`config.mk`:
```
export PLATFORM = sky130hd
export DESIGN_NAME = tmcw_ctrl
export DESIGN_NICKNAME = d
export VERILOG_FILES = /design/src/rtl/core/tmcw_pkg.sv /design/src/rtl/core/tmcw_ctrl.sv
export SDC_FILE = /design/constraint.sdc
export NUM_CORES = 1
export LEC_CHECK = 0
export BUFFER_PORTS_ARGS = -buffer_cell sky130_fd_sc_hd__buf_2
export CAP_MARGIN = 20
export CORE_AREA = 8 8 45 47
export CTS_BUF_LIST = sky130_fd_sc_hd__clkbuf_4 sky130_fd_sc_hd__clkbuf_8
export DETAILED_ROUTE_END_ITERATION = 6
export DIE_AREA = 0 0 53 55
export PLACE_DENSITY = 0.88
export SYNTH_ARGS = -nofsm -noshare
export SYNTH_HDL_FRONTEND = slang
export SYNTH_SLANG_ARGS = --single-unit
```
`constraint.sdc`:
```
create_clock -name aclk -period 4.55 [get_ports aclk]
set_clock_uncertainty 0.05 [all_clocks]
set_input_delay 0.2275 -clock aclk [delete_from_list [all_inputs] [get_ports aclk]]
set_output_delay 0.2275 -clock aclk [all_outputs]
set_load 0.01 [all_outputs]
```
`src/rtl/core/tmcw_pkg.sv`:
```
`default_nettype none
// ----------------------------------------------------------------------------
// tmcw_pkg
// Shared types and constants for the text mode console writer: operation
// codes, character codes, controller states and the command/status bundles.
// ----------------------------------------------------------------------------
package tmcw_pkg;

    // default screen geometry
    localparam int DEF_COLUMNS    = 80;
    localparam int DEF_ROWS       = 25;
    localparam int DEF_TAB_SPACES = 4;

    // fixed field widths
    localparam int OP_W    = 2;
    localparam int CHAR_W  = 8;
    localparam int ATTR_W  = 8;
    localparam int INDEX_W = 11;
    localparam int POS_W   = 11;
    localparam int CELL_W  = 16;
    localparam int S_DATA_W = 32;
    localparam int M_DATA_W = 32;

    // character codes
    localparam logic [CHAR_W-1:0] CHAR_TAB     = 8'h09;
    localparam logic [CHAR_W-1:0] CHAR_NEWLINE = 8'h0A;
    localparam logic [CHAR_W-1:0] CHAR_RETURN  = 8'h0D;
    localparam logic [CHAR_W-1:0] CHAR_SPACE   = 8'h20;

    // space, light grey on black
    localparam logic [CELL_W-1:0] RESET_CELL = 16'h0720;

    typedef enum logic [OP_W-1:0] {
        OP_PUT   = 2'd0,
        OP_CLEAR = 2'd1,
        OP_READ  = 2'd2
    } op_t;

    typedef enum logic [3:0] {
        ST_INIT,
        ST_IDLE,
        ST_DECODE,
        ST_PUT,
        ST_COPY,
        ST_COPY_END,
        ST_BLANK,
        ST_READ_DATA,
        ST_FILL,
        ST_RESULT
    } state_t;

    // cursor update
    typedef enum logic [2:0] {
        CUR_HOLD,
        CUR_ADVANCE,
        CUR_NEWLINE,
        CUR_RETURN,
        CUR_HOME
    } cur_op_t;

    // cell store access
    typedef enum logic [2:0] {
        MEM_NONE,
        MEM_PUT,
        MEM_FILL_INIT,
        MEM_FILL_CLEAR,
        MEM_COPY,
        MEM_BLANK,
        MEM_READ
    } mem_op_t;

    // sweep address counter
    typedef enum logic [1:0] {
        SW_HOLD,
        SW_ZERO,
        SW_BLANK_BASE,
        SW_INC
    } sweep_op_t;

    typedef struct packed {
        logic      load_item;
        cur_op_t   cur_op;
        mem_op_t   mem_op;
        sweep_op_t sweep_op;
        logic      tab_dec;
        logic      set_scrolled;
        logic      capture_value;
        logic      load_result;
    } cmd_t;

    typedef struct packed {
        logic [OP_W-1:0] op;
        logic            is_newline;
        logic            is_return;
        logic            col_last;
        logic            row_last;
        logic            copy_end;
        logic            sweep_end;
        logic            tab_one;
        logic            tab_zero;
        logic            out_free;
    } status_t;

endpackage : tmcw_pkg
`default_nettype wire

```
`src/rtl/core/tmcw_ctrl.sv`:
```
`default_nettype none
// ----------------------------------------------------------------------------
// tmcw_ctrl
// Controller state machine: sequences init fill, puts, tab repeats, scroll
// copy and blank, clear fill, reads and the result handoff.
// ----------------------------------------------------------------------------
module tmcw_ctrl
    import tmcw_pkg::*;
(
    input  wire logic    aclk,
    input  wire logic    aresetn,
    input  wire logic    s_tvalid,
    output logic         s_tready,
    input  wire status_t sts,
    output cmd_t         cmd
);

    state_t state_reg;
    state_t state_next;

    // state register
    always_ff @(posedge aclk) begin
        if (!aresetn) begin
            state_reg <= ST_INIT;
        end else begin
            state_reg <= state_next;
        end
    end

    // next state and commands
    always_comb begin
        state_next = state_reg;
        cmd        = '0;
        s_tready   = 1'b0;
        case (state_reg)
            ST_INIT: begin
                cmd.mem_op   = MEM_FILL_INIT;
                cmd.sweep_op = SW_INC;
                if (sts.sweep_end) begin
                    state_next = ST_IDLE;
                end
            end
            ST_IDLE: begin
                s_tready = 1'b1;
                if (s_tvalid) begin
                    cmd.load_item = 1'b1;
                    state_next    = ST_DECODE;
                end
            end
            ST_DECODE: begin
                case (sts.op)
                    OP_PUT: begin
                        if (sts.is_newline) begin
                            // no glyph left to put once the scroll is done
                            cmd.cur_op  = CUR_NEWLINE;
                            cmd.tab_dec = 1'b1;
                            if (sts.row_last) begin
                                cmd.set_scrolled = 1'b1;
                                cmd.sweep_op     = SW_ZERO;
                                state_next       = ST_COPY;
                            end else begin
                                state_next = ST_RESULT;
                            end
                        end else if (sts.is_return) begin
                            cmd.cur_op = CUR_RETURN;
                            state_next = ST_RESULT;
                        end else begin
                            state_next = ST_PUT;
                        end
                    end
                    OP_CLEAR: begin
                        cmd.sweep_op = SW_ZERO;
                        state_next   = ST_FILL;
                    end
                    OP_READ: begin
                        cmd.mem_op = MEM_READ;
                        state_next = ST_READ_DATA;
                    end
                    default: begin
                        state_next = ST_RESULT;
                    end
                endcase
            end
            ST_PUT: begin
                cmd.mem_op  = MEM_PUT;
                cmd.cur_op  = CUR_ADVANCE;
                cmd.tab_dec = 1'b1;
                if (sts.col_last && sts.row_last) begin
                    cmd.set_scrolled = 1'b1;
                    cmd.sweep_op     = SW_ZERO;
                    state_next       = ST_COPY;
                end else if (sts.tab_one) begin
                    state_next = ST_RESULT;
                end
            end
            ST_COPY: begin
                cmd.mem_op   = MEM_COPY;
                cmd.sweep_op = SW_INC;
                if (sts.copy_end) begin
                    state_next = ST_COPY_END;
                end
            end
            ST_COPY_END: begin
                // last copy write drains here
                cmd.sweep_op = SW_BLANK_BASE;
                state_next   = ST_BLANK;
            end
            ST_BLANK: begin
                cmd.mem_op   = MEM_BLANK;
                cmd.sweep_op = SW_INC;
                if (sts.sweep_end) begin
                    state_next = sts.tab_zero ? ST_RESULT : ST_PUT;
                end
            end
            ST_READ_DATA: begin
                cmd.capture_value = 1'b1;
                state_next        = ST_RESULT;
            end
            ST_FILL: begin
                cmd.mem_op   = MEM_FILL_CLEAR;
                cmd.sweep_op = SW_INC;
                if (sts.sweep_end) begin
                    cmd.cur_op = CUR_HOME;
                    state_next = ST_RESULT;
                end
            end
            ST_RESULT: begin
                if (sts.out_free) begin
                    cmd.load_result = 1'b1;
                    state_next      = ST_IDLE;
                end
            end
            default: begin
                state_next = ST_IDLE;
            end
        endcase
    end

endmodule : tmcw_ctrl
`default_nettype wire

```
======== Word-level counts from Yosys, hierarchy flattened ========
Cells that the tools add are included.
storage, ports and cells
  output and inout port bits .............. 14
  flip-flop bits (word level) ............. 4
operators by class
  equal/unequal tests ..................... 18
  reduce and logical (&&, ||, !) cells .... 5
  mux-type cells .......................... 36
operators by type and width
  cell                count
  $mux 4              12
  $pmux 4 s10         1
  $pmux 3 s6          1
  $eq 4x3->1 const B  4
  $mux 3              4
  $ne 2x2->1 const B  6
  $pmux 4 s3          1
  $mux 1              10
  $pmux 3 s3          1
  $eq 4x2->1 const B  2
  $eq 4x4->1 const B  2
  $pmux 2 s4          1
  $reduce_and 7->1    1
  $mux 2              3
  $eq 4x1->1 const B  1
  $logic_not 4->1     1
  $pmux 2 s2          1
  $reduce_or 4->1     1
  $ne 3x3->1 const B  1
  $eq 2x1->1 const B  1
  $eq 2x2->1 const B  1
  $logic_not 2->1     1
  $pmux 1 s2          1
  $logic_and 1x1->1   1

======== Depth between registers and ports, before layout ========
Gate-level depths: netlist (run 1).
  depth in word-level cells ............... 4
  mapped depth ............................ 6
  depth with buffers taken out ............ 5

======== Worst setup path before layout (run 1) ========
Ideal clock, no wire load.
  path type ............................... register to output
  from .................................... register state_reg[0]
  to ...................................... output cmd[2] (netlist bit)
  data arrival time ....................... 1.297 ns
  cell stages (with the launch flop) ...... 5
  buffers on the path ..................... 2
  setup slack ............................. 2.975 ns
  cells stage by stage .................... dfxtp_1 buf_2 buf_2 a21oi_1 nor4b_1
RTL lines
  item                      line             source
  start: declaration        tmcw_ctrl.sv:18  state_t state_reg;
  start signal: assignment  tmcw_ctrl.sv:26  state_reg <= state_next;
  end: declaration          tmcw_ctrl.sv:15  output cmd_t cmd

==> results of run 1 <==
-- placed cells by master (no fill, tap or decap), drive strengths merged --
cell / instances
buf: 27
nor3: 7
nor4b: 2
nor3b: 2
nand2: 7
nor4: 3
nand2b: 5
and3: 2
o211ai: 1
o21bai: 1
or4b: 1
o31ai: 1
a21oi: 7
and2b: 1
or2: 1
nand4: 1
a211oi: 1
mux2i: 1
o21ai: 9
and3b: 1
and2: 2
or4bb: 1
nor2: 11
a32oi: 1
a221oi: 1
dfxtp: 4
nor2b: 3
a221o: 1
nand3: 2
inv: 2
xnor2: 2
clkbuf: 3
a31oi: 2
nand3b: 3
-- report_power, final --
| group | switching (mW) | total, mW | internal [mW] |
|---|---|---|---|
| Sequential | 0.0148 | 0.0532 | 0.0384 |
| Clock | 0.0164 | 0.0460 | 0.0296 |
| Combinational | 0.0416 | 0.0773 | 0.0357 |
| Total | 0.0728 | 0.176 | 0.104 |
-- worst max-delay path by stage --
stage,startpoint,to,slack (ns),depth (start not counted)
after floorplan,state_reg[0]$_SDFFE_PN0P_,cmd[2],2.98,4
after global placement,state_reg[0]$_SDFFE_PN0P_,state_reg[3]$_SDFFE_PN0P_,2.57,5
after detailed placement,state_reg[0]$_SDFFE_PN0P_,state_reg[3]$_SDFFE_PN0P_,2.52,5
after CTS,state_reg[1]$_SDFFE_PN0P_,cmd[7],2.48,5
after global routing,state_reg[1]$_SDFFE_PN0P_,cmd[7],2.22,5
final,state_reg[1]$_SDFFE_PN0P_,cmd[7],2.44,5
-- cells by family (layout without fill, tap and decap cells) --
logic type      after synthesis  in the layout
xor+xnor                      2              2
mux                           1              1
simple gates                 55             55
buf+inv                       9             32
compound gates               25             25
flops                         4              4
-- layer usage --
metal	part of all wire [%]	wire length, um	up-vias
met2	47	940	55
met1	39	793	363
met3	12	234	7
met4	2.1	42	0
met5	0	0	-
li1	-	-	400
-- cell type report --
cell class / count / area (um2) / area share, %
inverters: 2 / 7.507 / 0.9885
repair buffers: 27 / 135.1 / 17.79
multi-input cells: 83 / 494.2 / 65.07
flip-flops and latches: 4 / 80.08 / 10.54
well taps: 16 / 20.02 / 2.636
clock buffers: 3 / 22.52 / 2.965
-- stage by stage --
| step | total power [mW] | worst slack, ns | util [%] |
|---|---|---|---|
| after floorplan | 0.1030 | 2.975 | - |
| after global placement | 0.1259 | 2.571 | 53.25 |
| after detailed placement | 0.1295 | 2.523 | 53.25 |
| after CTS | 0.1766 | 2.480 | 54.88 |
| after global routing | 0.1907 | 2.222 | 54.88 |
| final | 0.1765 | 2.438 | 54.88 |
==> impl_summary.txt, run 1 <==
----------------------------------------------------
[Layout]
  Finished layout cell area ... roughly 760 um2
  Max reg flops ... 4
  Fraction of layout cells with a size suffix above 1 ... 27.73%
  Filler cell count in the final layout ... between 100 and 150
  Final #Nets ... 135
  ANT cells ... 0
  Finished Layout Cells ... 135
  Area added between synthesis and finish ... 23.88%

[Die]
  Row count ... 14
  Core box area ... ~0.0014 mm2
  Height of the chip ... 55 um
  Total Die Area ... approximately 0.0029 mm2
  I/O pin cnt ... 28
  Initial standard-cell utilization of the core ... 44.30%
  Die width ... ~53 um

[GRT]
  Met2 Track Usage GR ... around 22%
  Wire length of the first global-routing pass ... around 3.2 mm
  Number of global-route vias before repair ... 720
  Number of antenna violations at the first check in global routing ... 0
  Total global routing track utilization ... ~14%
  Maximum number of pins on one net before global-route repair ... 25
  Peak-usage layer in the global routing report ... met2
  Congestion Overflow GR ... 0
  GR Util met3 ... a little under 5%
  Met1 capacity usage during global routing ... between 15 and 20%

[Timing]
  Actual transition at the worst max-transition pin ... 0.7384 ns
  Worst hold margin ... between 0.2 and 0.25 ns
  F_max ... roughly 0.47 GHz
  Unrepaired setup endpoints after global routing ... no
  Normalized max-slew margin ... about half
  Final period demand of the worst path ... between 2 and 2.5 ns
  Max-slew violation count ... 0
  Final hold viol count ... 0
  Final period util ... between 40% and 50%
  Final setup violating endpoints ... 0
  Sum of negative setup slack ... 0 ns

[Clock tree]
  Number of buffers inserted by post-CTS setup repair ... 0
  Post-CTS Resized ... 0
  Count of H-tree levels built during CTS ... 1
  Clock latency reported for the late side of the worst-skew pair ... about 0.24 ns
  Number of buffers added by the clock tree synthesis step ... 3
  Clock buffer depth ... 2
  Count of hold-fix buffers inserted at cts ... 0
  TritonCTS clock tree ... built
  Clock Tree Root ... sky130_fd_sc_hd__clkbuf_4
  Clk sink count ... 4
  Clock input transition at the sequential cells of the worst setup and hold paths ... around 0.04 ns

[Synthesis]
  Top cell type's share of synthesized area ... 13.06%
  Number of enable-type register cells in the synthesized netlist ... 0
  Combinational family with the most area after synthesis ... simple AND/OR/NAND/NOR gates
  Dominant cell by count in the synthesized netlist ... sky130_fd_sc_hd__nor2_1
  Area share of fa/ha/maj cells after synthesis ... 0%
  Post-Synthesis Mean Instance Area ... about 6.4 um2
  Netlist cell types ... 37
  Number of synthesized register bits ... 4
  Total number of yosys warnings ... 0
  Fraction of the mapped netlist area in compound gates ... between 20% and 30%
  Mux contribution to synthesized area ... 1.633%
  Commonest cells in the netlist ... sky130_fd_sc_hd__nor2_1, sky130_fd_sc_hd__a21oi_1, sky130_fd_sc_hd__nand2_1, sky130_fd_sc_hd__nor3_1, sky130_fd_sc_hd__o21ai_0
  Post-synthesis net count ... 110
  Ranking of synthesized cells by area ... sky130_fd_sc_hd__dfxtp_1, sky130_fd_sc_hd__nor2_1, sky130_fd_sc_hd__a21oi_1
  Async set or reset register ratio after synthesis ... 0%
  Number of cells produced by synthesis ... between 90 and 100
  Library cell occupying the most area in the post-synthesis netlist ... sky130_fd_sc_hd__dfxtp_1
  Top FF cell, synth ... sky130_fd_sc_hd__dfxtp_1
  Part of the Yosys area used for sequential elements ... between 10% and 20%
  Synthesized-area fraction occupied by xor and xnor cells ... 2.857%
  Mapped cell area ... between 600 and 700 um2
  Synthesized-area fraction occupied by and/or/nand/nor cells ... roughly half

[Detailed routing]
  Antenna viol nets, final ... 0
  Final wirelength ... between 2 and 2.5 mm
  Via count ... ~830
  Via/cell ratio ... roughly 6
  First-iteration detailed-routing DRC count ... 51
  Post-route DRC ... 0
  Average wire per standard cell ... between 10 and 15 um
  1st-pass router iterations ... 5

[Worst setup path]
  Data arrival time of the worst path ... 1.83 ns
  Kind of end point of the critical path ... primary output
  Worst setup SP type ... flip-flop
  FF-to-FF setup slack ... 2.49 ns
  Kind of critical path ... reg -> out
  End of the worst register-to-register path ... state_reg[3]$_SDFFE_PN0P_
  Crit-path cells ... nand2b_1, nor4_1, nand2_1, o21ai_0, buf_2
  Buffering stage count on the worst path with inverters included ... 1
  Reg2Reg Depth ... 5
  Maximum net fanout on the critical path ... 15
  Crit-path max cell delay ... about 0.62 ns
  Slowest CP cell ... sky130_fd_sc_hd__dfxtp_1
  Reg2Reg Launch Point ... state_reg[0]$_SDFFE_PN0P_
  CP top delay family ... simple AND/OR/NAND/NOR gates
  Required time at the endpoint of the critical path ... around 4.3 ns

[Placed design]
  Detailed placement HPWL ... approximately 1.5 mm
  PortBufs ... 27
  Cell Count Post-Placement ... roughly 130
  GPL Wtd Cong ... 0.9212
  Cell Area, Placed ... approximately 740 um2

[Hold path]
  Worst min-delay path endpoint ... state_reg[3]$_SDFFE_PN0P_
  Hold path cells ... 2
  Hold WC Path Type ... in -> reg
  Beginning of the worst hold path ... aresetn

[Power]
  Pwr Density ... about 230 mW/mm2
  Leakage power ... approximately 0.33 nW
  Worst-case vdd ir drop ... between 0.1 and 0.15 mV

[Status]
  Status ... complete, no violations

[Run]
  Reported max-cap violation count ... 0

----------------------------------------------------
No activity file was read; power rests on OpenSTA's default activity.
==> run 2, diff against run 1 <==
- ABC_AREA: not set -> 1
- CORE_AREA: 8 8 45 47 -> not set
- CORE_MARGIN: not set -> 8
- CORE_UTILIZATION: not set -> 41
- DIE_AREA: 0 0 53 55 -> not set
- PLACE_DENSITY: 0.88 -> 0.85
- clock period: 4.55 -> 1.7 ns (I/O delays scaled with it)
==> run 2 against run 1 <==
Sequential share of layout area is 0.61 points higher. Die area decreased by 4.8%. Count of clock-buffer cells in the layout unchanged. Critical path depth fell by 1. Register-to-register slack lost 2.3 ns. Largest power group unchanged. Highest routed layer unchanged.
==> impl_summary.txt, run 2 <==
----------------------------------------------------
[Worst setup path]
  Worst setup SP type ... flip-flop (unchanged)
  Reg2Reg Depth ... 7 (was 5)
  Kind of end point of the critical path ... primary output (unchanged)
  Slowest CP cell ... sky130_fd_sc_hd__dfxtp_1 (unchanged)
  FF-to-FF setup slack ... 0.23 ns (was 2.49 ns)
  Crit path to ... cmd[2] (was cmd[7])
  Kind of critical path ... reg -> out (unchanged)
  Maximum net fanout on the critical path ... 6 (was 15)
  Required time at the endpoint of the critical path ... 1.56 ns (was 4.27 ns)
  CP top delay family ... simple AND/OR/NAND/NOR gates (unchanged)
  Crit-path cells ... nor2_2, nand2_1, o31ai_1, buf_2 (was nand2b_1, nor4_1, nand2_1, o21ai_0, buf_2)
  Data arrival time of the worst path ... 1.43 ns (was 1.83 ns)
  WP depth ... 4 (was 5)
  Crit-path max cell delay ... 0.36 ns (was 0.62 ns)
  End of the worst register-to-register path ... state_reg[3]$_SDFFE_PN0P_ (unchanged)
  CP startpoint ... state_reg[3]$_SDFFE_PN0P_ (was state_reg[1]$_SDFFE_PN0P_)
  Buffering stage count on the worst path with inverters included ... 1 (unchanged)
  Reg2Reg Launch Point ... state_reg[0]$_SDFFE_PN0P_ (unchanged)

[Synthesis]
  Top cell type's share of synthesized area ... 21.09% (was 13.06%)
  Top FF cell, synth ... sky130_fd_sc_hd__dfxtp_1 (unchanged)
  Number of cells produced by synthesis ... 112 (was 96)
  Synthesized-area fraction occupied by and/or/nand/nor cells ... 55.56% (was 50.82%)
  Mapped cell area ... 551.8 um2 (was 613.1 um2)
  Number of enable-type register cells in the synthesized netlist ... 0 (unchanged)
  Library cell occupying the most area in the post-synthesis netlist ... sky130_fd_sc_hd__nand2_1 (was sky130_fd_sc_hd__dfxtp_1)
  Area share of fa/ha/maj cells after synthesis ... 0% (unchanged)
  Total number of yosys warnings ... 0 (unchanged)
  Mux contribution to synthesized area ... 0% (was 1.633%)
  Post-synthesis net count ... 126 (was 110)
  Dominant cell by count in the synthesized netlist ... sky130_fd_sc_hd__nand2_1 (was sky130_fd_sc_hd__nor2_1)
  Commonest cells in the netlist ... sky130_fd_sc_hd__nand2_1, sky130_fd_sc_hd__inv_1, sky130_fd_sc_hd__nor2_1 (was sky130_fd_sc_hd__nor2_1, sky130_fd_sc_hd__a21oi_1, sky130_fd_sc_hd__nand2_1, sky130_fd_sc_hd__nor3_1, sky130_fd_sc_hd__o21ai_0)
  Netlist cell types ... 14 (was 37)
  Async set or reset register ratio after synthesis ... 0% (unchanged)
  Fraction of the mapped netlist area in compound gates ... 14.97% (was 25.31%)
  Part of the Yosys area used for sequential elements ... 14.51% (was 13.06%)
  Number of synthesized register bits ... 4 (unchanged)
  Post-Synthesis Mean Instance Area ... 4.927 um2 (was 6.386 um2)
  Combinational family with the most area after synthesis ... simple AND/OR/NAND/NOR gates (unchanged)
  Ranking of synthesized cells by area ... sky130_fd_sc_hd__nand2_1, sky130_fd_sc_hd__dfxtp_1, sky130_fd_sc_hd__inv_1 (was sky130_fd_sc_hd__dfxtp_1, sky130_fd_sc_hd__nor2_1, sky130_fd_sc_hd__a21oi_1)
  Synthesized-area fraction occupied by xor and xnor cells ... 0% (was 2.857%)

[Timing]
  Final period util ... between 90% and 100%
  Normalized max-slew margin ... 76.03% (was 50.70%)
  Final setup violating endpoints ... 0 (unchanged)
  Actual transition at the worst max-transition pin ... 0.3559 ns (was 0.7384 ns)
  Worst hold margin ... 0.05170 ns (was 0.2468 ns)
  Max-slew violation count ... 0 (unchanged)
  Sum of negative setup slack ... 0 ns (unchanged)
  Final hold viol count ... 0 (unchanged)
  Unrepaired setup endpoints after global routing ... no (unchanged)
  Worst Setup Slack, final ... 0.1369 ns (was 2.438 ns)
  F_max ... 0.6398 GHz
  Final period demand of the worst path ... approximately 1.6 ns

[GRT]
  Congestion Overflow GR ... 0 (unchanged)
  Maximum number of pins on one net before global-route repair ... 8 (was 25)
  Number of antenna violations at the first check in global routing ... 0 (unchanged)
  Total global routing track utilization ... 13.40% (was 14.46%)
  Number of global-route vias before repair ... 769 (was 720)
  Wire length of the first global-routing pass ... 3.022 mm (was 3.194 mm)

[Detailed routing]
  Average wire per standard cell ... 11.38 um (was 14.89 um)
  Via count ... 808 (was 825)
  Antenna viol nets, final ... 0 (unchanged)
  Post-route DRC ... 0 (unchanged)
  Via/cell ratio ... 5.146 (was 6.111)
  1st-pass router iterations ... 4 (was 5)
  Final wirelength ... 1.787 mm (was 2.010 mm)
  First-iteration detailed-routing DRC count ... 29 (was 51)

[Clock tree]
  Number of buffers added by the clock tree synthesis step ... 3 (unchanged)
  Clk sink count ... 4 (unchanged)
  TritonCTS clock tree ... built (unchanged)
  Count of H-tree levels built during CTS ... 1 (unchanged)
  Clock buffer depth ... 2 (unchanged)
  Count of hold-fix buffers inserted at cts ... 0 (unchanged)
  Clock latency reported for the late side of the worst-skew pair ... 0.24 ns (about the same)
  Clock input transition at the sequential cells of the worst setup and hold paths ... 0.04 ns (about the same)
  Clock Tree Root ... sky130_fd_sc_hd__clkbuf_4 (unchanged)

[Die]
  Initial standard-cell utilization of the core ... 42.94% (was 44.30%)
  Die width ... 52.69 um (was 53 um)
  Height of the chip ... 52.69 um (was 55 um)
  I/O pin cnt ... 28 (unchanged)
  Row count ... 13 (was 14)
  Total Die Area ... 0.002776 mm2 (was 0.002915 mm2)
  Core box area ... 0.001285 mm2 (was 0.001384 mm2)

[Layout]
  Max reg flops ... 4 (unchanged)
  Commonest non-fill, non-tap cell in the layout ... sky130_fd_sc_hd__nand2_1 (was sky130_fd_sc_hd__buf_2)
  Most used cells in the layout excluding fill and tap cells ... sky130_fd_sc_hd__nand2_1, sky130_fd_sc_hd__buf_2, sky130_fd_sc_hd__inv_1, sky130_fd_sc_hd__nor2_1, sky130_fd_sc_hd__nand3_1 (was sky130_fd_sc_hd__buf_2, sky130_fd_sc_hd__nor2_1, sky130_fd_sc_hd__nor3_1, sky130_fd_sc_hd__nand2_1, sky130_fd_sc_hd__a21oi_1)
  Final #Nets ... 158 (was 135)
  Utilization after layout ... 56.77% (was 54.88%)
  Fraction of layout cells with a size suffix above 1 ... 26.76% (was 27.73%)
  Area added between synthesis and finish ... 32.20% (was 23.88%)
  Finished Layout Cells ... 157 (was 135)
  Finished layout cell area ... 729.5 um2 (was 759.5 um2)
  ANT cells ... 0 (unchanged)
  Filler cell count in the final layout ... 136 (was 141)

[Power]
  Post-layout power ... 1.241 mW (was 0.1765 mW)
  Leakage power ... 0.4613 nW (was 0.3302 nW)
  Pwr Density ... 1701 mW/mm2 (was 232.4 mW/mm2)
  Worst-case vdd ir drop ... 0.7306 mV (was 0.1100 mV)

[Hold path]
  Hold WC Path Type ... in -> reg (unchanged)

[Run]
  Reported max-cap violation count ... 0 (unchanged)

[Placed design]
  PortBufs ... 27 (unchanged)
  Cell Area, Placed ... 705.7 um2 (was 737.0 um2)
  Detailed placement HPWL ... 1.490 mm (was 1.504 mm)
  GPL Wtd Cong ... 0.9601 (was 0.9212)
  DP Worst Slack ... 0.2617 ns (was 2.523 ns)
  Cell Count Post-Placement ... 154 (was 132)

[Status]
  Status ... complete, no violations (unchanged)

----------------------------------------------------
## run 2: worst register-to-register path, cell delays in order (launching register included)
cell and delay [ns]:
sky130_fd_sc_hd__dfxtp_1 0.42, sky130_fd_sc_hd__nor2_1 0.12, sky130_fd_sc_hd__nand2_1 0.16, sky130_fd_sc_hd__o21ai_0 0.10, sky130_fd_sc_hd__nor2_1 0.19, sky130_fd_sc_hd__nand3_1 0.14
sky130_fd_sc_hd__nor2_1 0.13, sky130_fd_sc_hd__nor2_1 0.05
## run 2: layout make-up
class,instances,area [um2],share of cell area (%)
Tap cell,15,18.77,2.573
Clock buffer,3,22.52,3.087
Sequential cell,4,81.33,11.15
Multi-Input combinational cell,86,389.1,53.34
Timing Repair Buffer,27,135.1,18.52
Inverter,22,82.58,11.32
## run 2: per-layer routing
layer / GRT usage (%) / part of all wire, % / vias up
li1: - / - / 411
met1: 15.71 / 43 / 356
met2: 23.72 / 47 / 37
met3: 2.273 / 8.2 / 4
met4: 4.310 / 1.4 / 0
met5: 0 / 0 / -
## run 2: power breakdown
part           total [mW]  leakage, nW  switching (mW)  internal (mW)
clock               0.125       0.0138          0.0456         0.0794
combinational       0.906        0.414           0.588          0.318
sequential          0.210       0.0335          0.0688          0.141
total                1.24        0.461           0.702          0.539
## run 2: worst min-delay path by stage
stage	slack (ns)	endpoint	depth (start not counted)	startpoint
after floorplan	0.17	state_reg[1]$_SDFFE_PN0P_	2	aresetn
after global placement	0.30	state_reg[3]$_SDFFE_PN0P_	3	aresetn
after detailed placement	0.30	state_reg[3]$_SDFFE_PN0P_	3	aresetn
after CTS	0.05	state_reg[3]$_SDFFE_PN0P_	3	aresetn
after global routing	0.09	state_reg[1]$_SDFFE_PN0P_	3	aresetn
final	0.05	state_reg[3]$_SDFFE_PN0P_	3	aresetn
## run 2: repair_timing
item	in CTS	in global routing
setup endpoints to repair	0	4
endpoints found under the hold margin	0	0
resized for setup	0	1
buffers inserted	0	0
## run 2: cell families (layout without fill, tap and decap cells)
kind of cell	after synthesis	in the layout
AND/OR/NAND/NOR	71	71
buffers and inverters	22	52
AO/OA/AOI/OAI	15	15
flip-flops	4	4
